<file path="src/rtl/urc_pkg.sv">
`timescale 1ns / 1ps
// ----------------------------------------------------------------------------
// urc_pkg
// Shared types, register codes and reset values for the ultrasonic ranger.
// ----------------------------------------------------------------------------
package urc_pkg;

  localparam int unsigned CountWidthDefault = 18;
  localparam int unsigned TicksWidth        = 18;
  localparam int unsigned TimeoutWidth      = 18;
  localparam int unsigned ByteWidth         = 8;
  localparam int unsigned DistWidth         = 26;
  localparam int unsigned CfgIndexWidth     = 3;
  localparam int unsigned CfgDataWidth      = 18;
  localparam int unsigned InDataWidth       = 8;
  localparam int unsigned OutFieldsWidth    = 5 + TicksWidth + DistWidth;
  localparam int unsigned OutDataWidth      = ((OutFieldsWidth + 7) / 8) * 8;

  localparam logic [TimeoutWidth-1:0] ReadyTimeoutReset = 18'd25000;
  localparam logic [ByteWidth-1:0]    TrigWidthReset    = 8'd20;
  localparam logic [TimeoutWidth-1:0] RiseTimeoutReset  = 18'd5000;
  localparam logic [TimeoutWidth-1:0] FallTimeoutReset  = 18'd230000;
  localparam logic [ByteWidth-1:0]    HalfSpeedReset    = 8'd170;

  typedef enum logic [CfgIndexWidth-1:0] {
    CFG_READY_TIMEOUT = 3'd0,
    CFG_TRIG_WIDTH    = 3'd1,
    CFG_RISE_TIMEOUT  = 3'd2,
    CFG_FALL_TIMEOUT  = 3'd3,
    CFG_HALF_SPEED    = 3'd4
  } cfg_idx_e;

  typedef enum logic [4:0] {
    PH_IDLE  = 5'b00001,
    PH_READY = 5'b00010,
    PH_TRIG  = 5'b00100,
    PH_RISE  = 5'b01000,
    PH_FALL  = 5'b10000
  } phase_e;

  typedef enum logic [1:0] {
    ST_OK      = 2'd0,
    ST_STUCK   = 2'd1,
    ST_NO_RISE = 2'd2,
    ST_NO_FALL = 2'd3
  } status_e;

  // per-tick result before the distance multiply
  typedef struct packed {
    logic                  trigger;
    logic                  busy;
    logic                  done;
    status_e               status;
    logic [TicksWidth-1:0] ticks;
  } tick_res_t;

endpackage

</file>
<file path="src/rtl/ultrasonic_ranger_controller.sv">
`timescale 1ns / 1ps
// Pipeline: an accepted tick passes through the tick register, then the output register
// holding the distance product, before its result leaves.
// Throughput: one tick per cycle; the sequencer step and the 18x8 multiply each fit in
// one stage, stalls only when the output is not taken.
// Reset: rst_ni clears phase, counter, echo history, valid flags and sets the
// configuration registers to their default values.
// ----------------------------------------------------------------------------
// ultrasonic_ranger_controller
// Trigger/echo sequencer with timeouts and echo-to-distance scaling.
// ----------------------------------------------------------------------------
module ultrasonic_ranger_controller #(
  parameter int unsigned COUNT_WIDTH = urc_pkg::CountWidthDefault
) (
  input  logic                                clk_i,
  input  logic                                rst_ni,
  // config write channel
  input  logic                                cfg_valid_i,
  output logic                                cfg_ready_o,
  input  logic [urc_pkg::CfgIndexWidth-1:0]   cfg_index_i,
  input  logic [urc_pkg::CfgDataWidth-1:0]    cfg_data_i,
  // tick stream
  input  logic                                s_axis_tvalid,
  output logic                                s_axis_tready,
  // [0] start_req, [1] echo_level, [7:2] zero
  input  logic [urc_pkg::InDataWidth-1:0]     s_axis_tdata,
  // result stream
  output logic                                m_axis_tvalid,
  input  logic                                m_axis_tready,
  // [0] trigger, [1] busy_res, [2] done_res, [4:3] status, [22:5] echo_ticks,
  // [48:23] distance_um, [55:49] zero
  output logic [urc_pkg::OutDataWidth-1:0]    m_axis_tdata
);

  localparam int unsigned TW   = urc_pkg::TicksWidth;
  localparam int unsigned CmpW = (COUNT_WIDTH > TW) ? COUNT_WIDTH : TW;
  localparam logic [CmpW-1:0] TicksMax = CmpW'({TW{1'b1}});

  // configuration registers
  logic [urc_pkg::TimeoutWidth-1:0] ready_to_q, rise_to_q, fall_to_q;
  logic [urc_pkg::ByteWidth-1:0]    trig_w_q, half_speed_q;

  assign cfg_ready_o = 1'b1;

  always_ff @(posedge clk_i or negedge rst_ni) begin
    if (!rst_ni) begin
      ready_to_q   <= urc_pkg::ReadyTimeoutReset;
      trig_w_q     <= urc_pkg::TrigWidthReset;
      rise_to_q    <= urc_pkg::RiseTimeoutReset;
      fall_to_q    <= urc_pkg::FallTimeoutReset;
      half_speed_q <= urc_pkg::HalfSpeedReset;
    end else if (cfg_valid_i) begin
      unique case (urc_pkg::cfg_idx_e'(cfg_index_i))
        urc_pkg::CFG_READY_TIMEOUT: ready_to_q <= cfg_data_i;
        urc_pkg::CFG_TRIG_WIDTH:    trig_w_q   <= cfg_data_i[urc_pkg::ByteWidth-1:0];
        urc_pkg::CFG_RISE_TIMEOUT:  rise_to_q  <= cfg_data_i;
        urc_pkg::CFG_FALL_TIMEOUT:  fall_to_q  <= cfg_data_i;
        urc_pkg::CFG_HALF_SPEED:    half_speed_q <= cfg_data_i[urc_pkg::ByteWidth-1:0];
        default: ;
      endcase
    end
  end

  // pipeline handshake
  logic a_valid_q, b_valid_q;
  logic a_adv, in_xfer;

  assign a_adv         = !b_valid_q || m_axis_tready;
  assign s_axis_tready = !a_valid_q || a_adv;
  assign in_xfer       = s_axis_tvalid && s_axis_tready;

  // sequencer state
  urc_pkg::phase_e          phase_q, phase_d;
  logic [COUNT_WIDTH-1:0]   cnt_q, cnt_d;
  logic                     prev_echo_q;
  urc_pkg::tick_res_t       res_d, res_q;

  logic                     start, echo;
  logic [COUNT_WIDTH-1:0]   nc;
  logic [CmpW-1:0]          nc_ext, cnt_ext;
  logic                     nc_sat;
  logic                     fire_ready, fire_trig, fire_rise, fire_fall;

  assign start   = s_axis_tdata[0];
  assign echo    = s_axis_tdata[1];
  assign nc      = (&cnt_q) ? cnt_q : cnt_q + 1'b1;
  assign nc_sat  = &nc;
  assign nc_ext  = CmpW'(nc);
  assign cnt_ext = CmpW'(cnt_q);

  assign fire_ready = (nc_ext >= CmpW'(ready_to_q)) || nc_sat;
  assign fire_trig  = (nc_ext >= CmpW'(trig_w_q))   || nc_sat;
  assign fire_rise  = (nc_ext >= CmpW'(rise_to_q))  || nc_sat;
  assign fire_fall  = (nc_ext >= CmpW'(fall_to_q))  || nc_sat;

  always_comb begin
    phase_d = phase_q;
    cnt_d   = cnt_q;
    res_d   = '0;
    res_d.status = urc_pkg::ST_OK;
    unique case (phase_q)
      urc_pkg::PH_READY: begin
        res_d.busy = 1'b1;
        if (!echo) begin
          phase_d = urc_pkg::PH_TRIG;
          cnt_d   = '0;
        end else if (fire_ready) begin
          res_d.done   = 1'b1;
          res_d.status = urc_pkg::ST_STUCK;
          phase_d      = urc_pkg::PH_IDLE;
          cnt_d        = '0;
        end else begin
          cnt_d = nc;
        end
      end
      urc_pkg::PH_TRIG: begin
        res_d.busy    = 1'b1;
        res_d.trigger = 1'b1;
        if (fire_trig) begin
          phase_d = urc_pkg::PH_RISE;
          cnt_d   = '0;
        end else begin
          cnt_d = nc;
        end
      end
      urc_pkg::PH_RISE: begin
        res_d.busy = 1'b1;
        if (echo) begin
          phase_d = urc_pkg::PH_FALL;
          cnt_d   = COUNT_WIDTH'(1);
        end else if (fire_rise) begin
          res_d.done   = 1'b1;
          res_d.status = urc_pkg::ST_NO_RISE;
          phase_d      = urc_pkg::PH_IDLE;
          cnt_d        = '0;
        end else begin
          cnt_d = nc;
        end
      end
      urc_pkg::PH_FALL: begin
        res_d.busy = 1'b1;
        if (!echo && prev_echo_q) begin
          res_d.done  = 1'b1;
          res_d.ticks = (cnt_ext > TicksMax) ? TicksMax[TW-1:0] : cnt_ext[TW-1:0];
          phase_d     = urc_pkg::PH_IDLE;
          cnt_d       = '0;
        end else if (fire_fall) begin
          res_d.done   = 1'b1;
          res_d.status = urc_pkg::ST_NO_FALL;
          phase_d      = urc_pkg::PH_IDLE;
          cnt_d        = '0;
        end else begin
          cnt_d = nc;
        end
      end
      default: begin
        // idle, and any corrupted code recovers here
        phase_d = urc_pkg::PH_IDLE;
        if (start) begin
          phase_d = urc_pkg::PH_READY;
          cnt_d   = '0;
        end
      end
    endcase
  end

  always_ff @(posedge clk_i or negedge rst_ni) begin
    if (!rst_ni) begin
      phase_q     <= urc_pkg::PH_IDLE;
      cnt_q       <= '0;
      prev_echo_q <= 1'b0;
      a_valid_q   <= 1'b0;
    end else if (in_xfer) begin
      phase_q     <= phase_d;
      cnt_q       <= cnt_d;
      prev_echo_q <= echo;
      a_valid_q   <= 1'b1;
    end else if (a_adv) begin
      a_valid_q <= 1'b0;
    end
  end

  always_ff @(posedge clk_i) begin
    if (in_xfer) begin
      res_q <= res_d;
    end
  end

  // distance scaling and output register
  logic [TW+urc_pkg::ByteWidth-1:0]     prod;
  logic [urc_pkg::OutDataWidth-1:0]     out_d, out_q;

  assign prod  = res_q.ticks * half_speed_q;
  assign out_d = urc_pkg::OutDataWidth'({prod[urc_pkg::DistWidth-1:0], res_q.ticks,
                                         res_q.status, res_q.done, res_q.busy,
                                         res_q.trigger});

  always_ff @(posedge clk_i or negedge rst_ni) begin
    if (!rst_ni) begin
      b_valid_q <= 1'b0;
    end else if (a_adv) begin
      b_valid_q <= a_valid_q;
    end
  end

  always_ff @(posedge clk_i) begin
    if (a_adv && a_valid_q) begin
      out_q <= out_d;
    end
  end

  assign m_axis_tvalid = b_valid_q;
  assign m_axis_tdata  = out_q;

endmodule

</file>
<file path="config.mk">
export PLATFORM = sky130hd
export DESIGN_NAME = ultrasonic_ranger_controller
export DESIGN_NICKNAME = d
export VERILOG_FILES = /design/src/rtl/urc_pkg.sv /design/src/rtl/ultrasonic_ranger_controller.sv
export SDC_FILE = /design/constraint.sdc
export NUM_CORES = 1
export LEC_CHECK = 0
export BUFFER_PORTS_ARGS = -buffer_cell sky130_fd_sc_hd__buf_2
export CAP_MARGIN = 20
export CORE_MARGIN = 3
export CORE_UTILIZATION = 50
export DETAILED_ROUTE_END_ITERATION = 8
export HOLD_SLACK_MARGIN = 0.02
export PLACE_DENSITY = 0.74
export REMOVE_ABC_BUFFERS = 1
export SETUP_SLACK_MARGIN = 0.02
export SLEW_MARGIN = 20
export SYNTH_ARGS = -nofsm -noshare
export SYNTH_HDL_FRONTEND = slang
export SYNTH_SLANG_ARGS = --single-unit
</file>
<file path="constraint.sdc">
create_clock -name clk_i -period 6.43 [get_ports clk_i]
set_clock_uncertainty 0.1 [all_clocks]
set_input_delay 0 -clock clk_i [delete_from_list [all_inputs] [get_ports clk_i]]
set_output_delay 0 -clock clk_i [all_outputs]
set_load 0.01 [all_outputs]
</file>
# Yosys cells after proc, flatten, opt, wreduce, memory -nomap -nowiden

Cells that the tools add are included.

Add/sub/neg operators: 1
Multiply operators: 1
Div/mod/pow operators: 0
$lt $le $gt $ge: 5
Equal/unequal tests: 12
Shifts and indexed selects: 0
Mux-type cells: 32
Bitwise operators: 0
Reductions and logical operators: 26

Operators by type and width:

| kind                  | number |
|---|---|
| $mux 18               | 10 |
| $pmux 18 s4           | 1 |
| $ge 18x18->1          | 3 |
| $reduce_and 18->1     | 2 |
| $mux 5                | 7 |
| $mul 18x8->26         | 1 |
| $pmux 5 s4            | 1 |
| $add 18x1->18 const B | 1 |
| $ge 18x8->1           | 1 |
| $gt 18x18->1 const B  | 1 |
| $mux 3                | 5 |
| $reduce_and 2->1      | 7 |
| $ne 3x3->1 const B    | 3 |
| $pmux 3 s3            | 1 |
| $eq 3x2->1 const B    | 2 |
| $logic_or 1x1->1      | 6 |
| $eq 5x2->1 const B    | 1 |
| $eq 5x3->1 const B    | 1 |
| $eq 5x4->1 const B    | 1 |
| $eq 5x5->1 const B    | 1 |
| $mux 1                | 5 |
| $reduce_and 5->1      | 1 |
| $reduce_bool 5->1     | 1 |
| $mux 2                | 2 |
| other kinds (8)       | 12 |

Flip-flop bits (word level): 168
Bits in latches: 0
RAM bits: 0
Memory bits (read-only): 0
Bits of input ports: 34
Output and inout port bits: 59
Logic and storage cells: 93
Memories: 0

# Depth between registers and ports, before layout

Depth after elaboration: 7
Depth in mapped cells: 20
Depth with buffers taken out: 19

# Worst setup path before layout

OpenSTA, ideal clock, no wires.

Path kind: register -> register
From: register half_speed_q[7] in the netlist's numbering
To: register out_q (netlist bit m_axis_tdata[45]) (data pin)
Setup time: 258 ps
Arrival time: 4847 ps
Data required time: 6072 ps
Path slack: 1225 ps
Cell stages (with the launch flop): 19
Buffers on the path: 1
Clock period less this slack: 5205 ps
Cell sequence: dfstp_2 > clkbuf_1 > and2_1 > fa_1 > fa_1 > fa_1 > inv_1 > fa_1 > inv_1 > ha_1 > a21oi_1 > o21ai_0 > nand2_1 > o311ai_0 > o41ai_1 > inv_1 > a211o_1 > a21oi_1 > xnor2_1

Cells in the longest elaborated chain, start to end: 1

Ends and longest elaborated chain:

| what                   | RTL line                            | text |
|---|---|---|
| from (decl)            | ultrasonic_ranger_controller.sv:41  | `logic [urc_pkg::ByteWidth-1:0] trig_w_q, half_speed_q;` |
| from (signal assigned) | ultrasonic_ranger_controller.sv:51  | `half_speed_q <= urc_pkg::HalfSpeedReset;` |
| from (signal assigned) | ultrasonic_ranger_controller.sv:58  | `urc_pkg::CFG_HALF_SPEED: half_speed_q <= cfg_data_i[urc_pkg::ByteWidth-1:0];` |
| $mul 18x8->26          | ultrasonic_ranger_controller.sv:193 | `assign prod = res_q.ticks * half_speed_q;` |
| via out_d (one bit)    | ultrasonic_ranger_controller.sv:191 | `logic [urc_pkg::OutDataWidth-1:0] out_d, out_q;` |
| to (signal assigned)   | ultrasonic_ranger_controller.sv:208 | `out_q <= out_d;` |
| to (decl)              | ultrasonic_ranger_controller.sv:191 |  |

The timed path passes the listed nets, and every way through them passes these cells.
A chain may end at the register's enable or synchronous reset.

# Final worst setup path

From: register half_speed_q[6] in the netlist's numbering
To: register out_q (netlist bit m_axis_tdata[45]) (data pin)

The elaborated chain is that of the path after synthesis.

==> tab_implementation.tex <==
\begin{tabular}{lr}
\hline
Metric & Value \\
\hline
\multicolumn{2}{l}{\textbf{STA}} \\
\quad Maximum achievable frequency & between 150 and 200 MHz \\
\quad RSZ-0062 raised after global routing & false \\
\quad Slew Viols, Final & 0 \\
\quad Tcrit/Tclk final & 0.8889 \\
\quad Min Tclk post-route & 5.716 ns \\
\quad Relative slew slack & 0.3636 \\
\quad Total Neg Setup Slack & 0 ns \\
\quad Count of final hold-check violations & 0 \\
\quad Finish-stage setup viols & 0 \\
\quad Actual transition at the worst max-transition pin & about 0.94 ns \\
\multicolumn{2}{l}{\textbf{Detailed routing}} \\
\quad Iteration-0 DRC count of the detailed router & 560 \\
\quad Post-detailed-routing wire length & between 20000 and 30000 microns \\
\quad Post-DR wirelength/cell & about 16 microns \\
\quad Post-route antenna net violation count & 0 \\
\quad Detailed Routing Iterations Pass 1 & 5 \\
\quad Total number of vias & around 9300 \\
\quad DRC violation count after routing & 0 \\
\quad Mean number of vias per cell & roughly 5.4 \\
\multicolumn{2}{l}{\textbf{Layout}} \\
\quad Number of nets in the layout & 1605 \\
\quad Post-route cell area & roughly 0.014 sq mm \\
\quad Antenna Cells & 0 \\
\quad Share of cells above drive strength 1 & 0.1392 \\
\quad Final Instance Count excl. Fillers & about 1700 \\
\quad Synth-to-Final Area Change & 12.19\% \\
\multicolumn{2}{l}{\textbf{Worst setup path}} \\
\quad Register-to-Register Setup Slack & $\sim$0.7 ns \\
\quad CP endpoint kind & flop \\
\quad Critical Path Max Stage Delay & 0.72 ns \\
\quad Arrival time of data at the critical path endpoint & 5.81 ns \\
\quad Startpoint class of the critical path & flop \\
\quad Type of the worst setup path & reg2reg \\
\quad Cell chain of the critical path & nand2\_1, fa\_1, fa\_1, inv\_1, fa\_1, inv\_1, fa\_1, inv\_1, ha\_1, o21a\_1, nand2\_1, o311ai\_0, buf\_4, o41ai\_1, inv\_1, a211o\_1, a21oi\_1, xnor2\_1 \\
\quad Required @ worst endpoint & approximately 6.5 ns \\
\quad Largest fanout on the critical path & 19 \\
\quad Critical path's slowest cell & dfrtp\_1 \\
\multicolumn{2}{l}{\textbf{Yosys}} \\
\quad Part of the Yosys area used for sequential elements & 0.3586 \\
\quad Netlist cell types & 68 \\
\quad Cell type with the largest total area after synthesis & edfxtp\_1 \\
\quad Cells taking the most area after synthesis & edfxtp\_1 17\%, fa\_1 15\%, dfrtp\_1 14\% \\
\quad Primary flip-flop cell chosen by synthesis mapping & edfxtp\_1 \\
\quad Most common cell in the netlist & inv\_1 \\
\quad Per-instance average area after synthesis & 10.09 sq um \\
\quad Count of flip-flops with a built-in enable after synthesis & 72 \\
\quad Area fraction of the dominant cell type after synthesis & 0.1687 \\
\quad Cell area after synthesis & between 0.01 and 0.015 sq mm \\
\quad Total of flip-flops plus latches after synthesis & around 170 \\
\quad Number of warnings printed during yosys synthesis & 0 \\
\quad List of most frequent post-synthesis cells & 198 x inv\_1, 122 x nand2\_1, 120 x and2\_1 \\
\quad Share of async-settable or async-resettable flops after synthesis & 0.5714 \\
\quad Syn Inst Count & between 1000 and 1500 \\
\multicolumn{2}{l}{\textbf{Floorplanning}} \\
\quad Row count & 57 \\
\quad Die ar. & between 0.02 and 0.03 sq mm \\
\quad Die extent in y & about 170 microns \\
\quad I/O pin count & between 90 and 100 \\
\quad Effective utilization at floorplan & 0.5179 \\
\quad Horizontal extent of the die & between 150 and 200 microns \\
\quad Core area & $\sim$0.025 sq mm \\
\multicolumn{2}{l}{\textbf{Run}} \\
\quad Number of maximum-capacitance constraint violations & 0 \\
\multicolumn{2}{l}{\textbf{Global route}} \\
\quad Number of global-route vias before repair & 9535 \\
\quad Initial antenna violation count & 0 \\
\quad Sum of overflow across all layers after global routing & 0 \\
\quad GRT Util Overall & 0.2088 \\
\quad Global-route wire length before repair & about 47000 microns \\
\quad Pin count of the biggest net entering global routing & 69 \\
\multicolumn{2}{l}{\textbf{Clock network}} \\
\quad TritonCTS clock tree & built \\
\quad Cts bufs inserted & 17 \\
\quad Clock slew at reported path FFs & 0.07 ns \\
\quad Maximum level of the CTS H-tree & 4 \\
\quad Clock Latency Late Sink & 0.44 ns \\
\quad CTS Buffer Depth & 2 \\
\quad Clk root buf & clkbuf\_16 \\
\quad Number of sinks driven by the clock tree & approximately 170 \\
\quad \# Post-CTS Setup Buffers & 0 \\
\multicolumn{2}{l}{\textbf{Placed design}} \\
\quad Weighted congestion reported at the end of routability-driven placement & roughly 0.9 \\
\quad Placed Area & roughly 0.013 sq mm \\
\quad I/O Buffers & 78 \\
\quad Final HPWL DP & 21000 microns \\
\quad Placed cell count & roughly 1600 \\
\multicolumn{2}{l}{\textbf{Min path}} \\
\quad Min-Delay Path Class & in2reg \\
\multicolumn{2}{l}{\textbf{Run status}} \\
\quad Result of the run & finished clean \\
\multicolumn{2}{l}{\textbf{Power}} \\
\quad Pwr/cell area & between 300 and 400 mW/mm\^{}2 \\
\quad Leak Pwr & 6.918 nW \\
\quad Peak ir drop on the vdd network & about 0.27 mV \\
\hline
\end{tabular}
state kept, by name, summed over array words and instances, names as in the netlist:
register and flops:
out_d 23, fall_to_q 18, m_axis_tdata 49, a_valid_q 1
rise_to_q 18, trig_w_q 8, ready_to_q 18, phase_q 5
prev_echo_q 1, half_speed_q 8, cnt_ext 18, m_axis_tvalid 1
final cells by class:
class                      instances  area (sq um)
multi-input combinational        866          7288
tap                              324         405.4
fill                            2091         10370
clock buffer                      19         442.9
sequential                       168          4596
clock inverter                    13         155.1
inverter                         198         743.2
timing repair buffer             115         748.2
what timing repair did:
action,in CTS,in global routing
hold buffers,27,0
endpoints found under the hold margin,108,0
resized for setup,0,0
per-stage QoR:
step	utilization	total power [mW]	worst slack [ns]	hold slack [ns]
6_report	0.5810	5.033	0.7144	0.03322
5_1_grt	0.5810	5.497	0.3278	0.06905
4_1_cts	0.5810	5.079	0.7459	0.02363
3_5_place_dp	0.5455	3.977	0.8024	-0.1488
3_3_place_gp	0.5455	3.887	0.8115	-0.1526
2_1_floorplan	-	3.429	1.401	-0.3956
metal layers:
metal,GRT usage,vias up,part of all wire
met5,0,-,0
met2,0.3692,221,0.50
met4,0.05389,0,0.021
met1,0.2671,4590,0.43
li1,-,4418,-
met3,0.03642,41,0.042
where the power goes:
group          switching [mW]  leakage, nW  internal [mW]
registers               0.132         1.87           1.46
clock network           0.466        0.296          0.595
logic                    1.33         4.75           1.05
total                    1.93         6.92           3.10
critical path: cells and delay by family, from the launching register on:
kind            cells  cell delay, ns
flops               1            0.72
simple gates        2            0.30
xor+xnor            1            0.08
compound gates      5            1.32
buf+inv             5            0.48
fa+ha+maj           5            2.46
path summary, 6_finish.rpt:
path | to | start | cells past startpoint
min | trig_w_q[2]$_DFFE_PN1P_ | cfg_index_i[0] | 5
min reg2reg | m_axis_tdata[1]$_DFFE_PP_ | out_d[1]$_DFFE_PP_ | 0
max | m_axis_tdata[45]$_DFFE_PP_ | half_speed_q[6]$_DFFE_PN0P_ | 18
min in group asynchronous | fall_to_q[14]$_DFFE_PN0P_ | rst_ni | 4
max reg2reg | m_axis_tdata[45]$_DFFE_PP_ | half_speed_q[6]$_DFFE_PN0P_ | 18
max in group asynchronous | cnt_ext[1]$_DFFE_PN0P_ | rst_ni | 4
kinds of logic (layout without fill, tap and decap cells):
family | count (synthesis) | in the layout | synth area share
and+or+nand+nor | 384 | 384 | 0.1574
muxes | 33 | 33 | 0.02880
xor gates and xnor gates | 23 | 23 | 0.01572
AOI/OAI and AO/OA | 213 | 213 | 0.1073
DFF | 168 | 168 | 0.3586
other | 2 | 8 | 0.0005860
buffers and inverters | 242 | 345 | 0.07527
adders and majority gates | 205 | 205 | 0.2564
cell usage in the layout, fill, tap and decap left out, types with 14 or more instances in the layout:
cell type,synthesis,layout
o21ai_0,70,70
clkbuf_16,0,17
edfxtp_1,72,72
nor2_1,39,38
a21oi_1,38,38
buf_2,6,77
a21o_1,23,23
fa_1,96,96
ha_1,109,109
nor3_1,15,15
mux2_2,31,31
nand4_1,16,16
nand2_1,122,122
dfrtp_1,71,71
nand3_1,22,22
inv_1,198,198
and2_1,120,119
xnor2_1,15,15
a22o_1,14,14
dfstp_2,25,25
dlygate4sd3_1,0,26
No activity file was read; power rests on OpenSTA's default activity.
